## config.mk

```make
export PLATFORM = sky130hd
export DESIGN_NAME = rsi_div_stage
export DESIGN_NICKNAME = d
export VERILOG_FILES = /design/src/hdl/rsi_pkg.sv /design/src/hdl/rsi_div_stage.sv
export SDC_FILE = /design/constraint.sdc
export NUM_CORES = 1
export LEC_CHECK = 0
export BUFFER_PORTS_ARGS = -buffer_cell sky130_fd_sc_hd__buf_4
export CAP_MARGIN = 0
export CORE_AREA = 2 2 416 418
export CTS_CLUSTER_DIAMETER = 150
export DETAILED_ROUTE_END_ITERATION = 10
export DIE_AREA = 0 0 418 420
export MAX_ROUTING_LAYER = met4
export SLEW_MARGIN = 20
export SYNTH_ARGS = -nofsm -noshare
export SYNTH_HDL_FRONTEND = slang
export SYNTH_SLANG_ARGS = --single-unit
```

## constraint.sdc

```tcl
create_clock -name clk -period 18.1 [get_ports clk]
set_input_delay 0.905 -clock clk [delete_from_list [all_inputs] [get_ports clk]]
set_output_delay 0.905 -clock clk [all_outputs]
set_load 0.02 [all_outputs]
```

## src/hdl/rsi_pkg.sv

```systemverilog
`timescale 1ns / 1ps

package rsi_pkg;

  localparam int TOL_W        = 48;
  localparam logic [TOL_W-1:0] TOL_RESET = 48'h0001_0000_0000;
  localparam int DEN_W        = 67;
  localparam int NUM_W        = 99;
  localparam int DIV_STEPS    = 32;
  localparam int FRONT_STAGES = 7;
  localparam int BACK_STAGES  = 5;

  typedef struct packed {
    logic              kind;
    logic signed [31:0] first_start_x;
    logic signed [31:0] first_start_y;
    logic signed [31:0] first_end_x;
    logic signed [31:0] first_end_y;
    logic signed [31:0] second_start_x;
    logic signed [31:0] second_start_y;
    logic signed [31:0] second_end_x;
    logic signed [31:0] second_end_y;
  } in_word_t;

  typedef struct packed {
    logic              hit;
    logic              parallel;
    logic              overflow;
    logic signed [31:0] cross_x;
    logic signed [31:0] cross_y;
  } out_word_t;

  typedef struct packed {
    in_word_t         geo;
    logic             parallel;
    logic [DEN_W-1:0] dabs;
    logic             neg_x;
    logic             neg_y;
    logic             big_x;
    logic             big_y;
    logic [DEN_W-1:0] rem_x;
    logic [DEN_W-1:0] rem_y;
    logic [31:0]      w_x;
    logic [31:0]      w_y;
  } div_word_t;

  function automatic logic signed [32:0] sx33(logic signed [31:0] a);
    return {a[31], a};
  endfunction

  function automatic logic signed [32:0] sub33(logic signed [31:0] a, logic signed [31:0] b);
    return sx33(a) - sx33(b);
  endfunction

  function automatic logic signed [63:0] mul32(logic signed [31:0] a, logic signed [31:0] b);
    return a * b;
  endfunction

  function automatic logic signed [65:0] mul33(logic signed [32:0] a, logic signed [32:0] b);
    return a * b;
  endfunction

endpackage

```

## src/hdl/rsi_div_stage.sv

```systemverilog
`timescale 1ns / 1ps

module rsi_div_stage import rsi_pkg::*; (
  input  logic      clk,
  input  logic      rst,
  input  logic      up_valid,
  output logic      up_ready,
  input  div_word_t up_word,
  output logic      dn_valid,
  input  logic      dn_ready,
  output div_word_t dn_word
);

  logic [DEN_W:0] rx2, ry2, dext;
  logic           gex, gey;
  div_word_t      nxt;

  assign up_ready = ~dn_valid | dn_ready;

  // one restoring quotient bit for each coordinate
  always_comb begin
    dext      = {1'b0, up_word.dabs};
    rx2       = {up_word.rem_x, up_word.w_x[31]};
    ry2       = {up_word.rem_y, up_word.w_y[31]};
    gex       = (rx2 >= dext);
    gey       = (ry2 >= dext);
    nxt       = up_word;
    nxt.rem_x = gex ? DEN_W'(rx2 - dext) : rx2[DEN_W-1:0];
    nxt.rem_y = gey ? DEN_W'(ry2 - dext) : ry2[DEN_W-1:0];
    nxt.w_x   = {up_word.w_x[30:0], gex};
    nxt.w_y   = {up_word.w_y[30:0], gey};
  end

  always_ff @(posedge clk) begin
    if (rst) begin
      dn_valid <= 1'b0;
    end else if (up_ready) begin
      dn_valid <= up_valid;
    end
  end

  always_ff @(posedge clk) begin
    if (up_ready) begin
      dn_word <= nxt;
    end
  end

endmodule

```

==> qor.yml <==
synth.avg_cell_area_um2: 12.7
number_of_buffers_created_by_cts: 71
design.core.area_um2: 171000
initial_utilization_pct: 14.9
setup.worst_path.end_class: "flip-flop"
rows: 152
final_hold_viol_count: 0
crit_required_ns: 18.50
worstPathCellList: "buf_4, inv_1, ha_1, and3_1, nand4_1, a21oi_2, nor2b_1, a2bb2oi_2, o21ai_2, a31oi_2, o21ai_4, buf_4, buf_4, mux2_2"
max-cap-violations: 0
worst-setup-path-type: "input port to flip-flop"
final-instance-count-excl-fill: 5420
worst-path-stages: 14
vias: 21800
worst_slew_pin_slew_ns: 1.02
cpMostUsedCell: "buf_4"
antenna_found_initial: 115
most_frequent_cells_in_the_layout: "buf_4 (1078), edfxtp_1 (527), nand2_1 (184)"
p_per_area_nw_per_um2: 103
relSlewSlack_pct: 32.3
drt_iter0_markers: 1519
clock_latency_ns: 0.67
dieHeight_um: 420
global_route_wire_length_before_repair_um: 196000
synth_top_cell_by_area: "edfxtp_1"
multiInputGateArea_um2: 9020
gp_congestion: 0.896
final_layout_size_suffix_gt1_share_pct: 39.9
ys_async_sr_fraction_pct: 0
critical_path.n_buffers_inverters: 4
post_cts_buffers: 0
grt_pass1_vias: 21700
finalSetupViolations: 0
synth_ff_type: "edfxtp_1"
final_core_utilization_pct: 22.6
setup.reg_to_reg.worst_slack_ns: 14.96
area_of_the_mapped_netlist_um2: 25500
synthesis.instances: 2010
globalRoute.totalOverflow: 0
cts_hold_buf: 0
timing.critical_path.slowest_cell_delay_ns: 0.58
yosysUniqueCellTypes: 71
reg2reg_depth: 3
postCtsResizedCells: 0
clock_skew_ns: 0.0261
seqCellArea_um2: 15800
clk_root_buf: "clkbuf_16"
io_buffers: 1059
yosysTopAreaCellShare_pct: 62.0
drt_first_pass_iters: 5
syn_nets: 2677
pin_count_of_the_biggest_net_entering_global_routing: 129
htree_levels: 3
grt_usage_pct: 17.3
leakage_power_figure_nw: 16.0
fp.dieArea_um2: 176000
crit_fanout: 36
vdd.ir_drop.worst_mv: 0.0536
cts_max_path_buffers: 3
detailed_place_hpwl_um: 133000
clock_period_minus_worst_slack_ns: 5.40
tritoncts: "built"
io_pins: 1060
die-width_um: 418
clkTransAtPathRegs_ns: 0.06
yosysSeqAreaShare_pct: 62.1
whs_path_depth: 1
family_with_the_most_delay_on_the_worst_path: "compound AO/OA/AOI/OAI gates"
areaGrowthSynthToFinish_pct: 51.2
final.period_utilization_pct: 29.8
vias_per_cell: 4.02
drt_wl_total_um: 155000
avgRoutedWirePerCell_um: 28.6
final_nets: 3758
arrival_ns: 5.80
numClockSinks: 528
fmax_ghz: 0.185
fillCellCount: 18400
tns_ns: 0
finalHoldWorstSlack_ns: 0.396
status: "finished clean"
yosys_warnings: 0
mostFrequentLayoutCell: "buf_4"
drcViolationCount: 0
final_antenna_net_count: 0
dpl.cell_count: 5251
rsz0062_at_grt: "no"
cp-start-kind: "input port"
synth_edf_count: 527
hold_path_class: "input port to flip-flop"
worst_path_max_delay_cell: "a21oi_2"
timing_max_transition_violations_final: 0
seq_cells_post_synth: 528
post_synth_main_area_contributors: "edfxtp_1 (62%), ha_1 (6.6%), a21oi_1 (3.2%)"
[per-layer routing]
layer	global-route usage (%)	vias up	part of all wire [%]
met2	34.6	1014	59
met4	10.5	0	6.0
li1	-	9822	-
met1	14.1	10600	29
met5	-	-	0
met3	4.02	345	6.1
[kinds of logic (layout without fill, tap and decap cells)]
logic type	Yosys count	in the layout	synth area share [%]
AO/OA/AOI/OAI	529	529	12.8
XOR/XNOR	124	124	4.25
flip-flops	528	528	62.1
adder cells (fa/ha/maj)	136	136	6.72
other	0	40	0
multiplexers	76	76	3.34
AND/OR/NAND/NOR	440	440	8.06
buffers and inverters	177	1314	2.76
[final timing paths]
| kind | start | to |
|---|---|---|
| worst max-delay path | up_word[218] | dn_word[138] |
| worst min register to register | dn_valid | dn_word[294] |
| worst max register to register | dn_valid | dn_word[32] |
| worst min-delay path | up_word[408] | dn_word[408] |
[where the power goes]
part / total, mW / internal (mW) / switching [mW]
clock network: 1.42 / 0.823 / 0.601
logic: 0.989 / 0.387 / 0.602
registers: 1.55 / 1.50 / 0.0437
total: 3.96 / 2.71 / 1.25
[through the flow]
stage	instance area, µm²	power [mW]	setup slack, ns
final	38600	3.96	12.70
after global routing	38600	4.13	12.34
after CTS	38500	4.04	12.37
after detailed placement	36200	2.58	11.62
after global placement	36200	2.58	11.68
after floorplan	25500	2.08	3.39
[synth_stat cells (all sizes together), types with 32 or more instances]
| library cell | count |
|---|---|
| edfxtp | 527 |
| nand2 | 184 |
| a21oi | 163 |
| o21ai | 151 |
| ha | 134 |
| inv | 105 |
| xnor2 | 78 |
| nor2 | 77 |
| mux2 | 73 |
| clkbuf | 58 |
| a21o | 52 |
| xor2 | 46 |
| nand4 | 42 |
| nand3 | 32 |
[layout make-up]
| cell class | instances | share of cell area (%) |
|---|---|---|
| antenna | 40 | 0.259 |
| clock buffer | 87 | 4.78 |
| timing repair buffer | 1080 | 21.1 |
| tap | 2233 | 7.24 |
| multi-input combinational | 1305 | 23.4 |
| clock inverter | 42 | 1.21 |
| inverter | 105 | 1.02 |
| sequential | 528 | 41.1 |
[registers in the layout, summed over array words and instances, names as in the netlist]
signal and flops:
dn_valid 1, dn_word 527
Power figures use the tool's default switching activity.
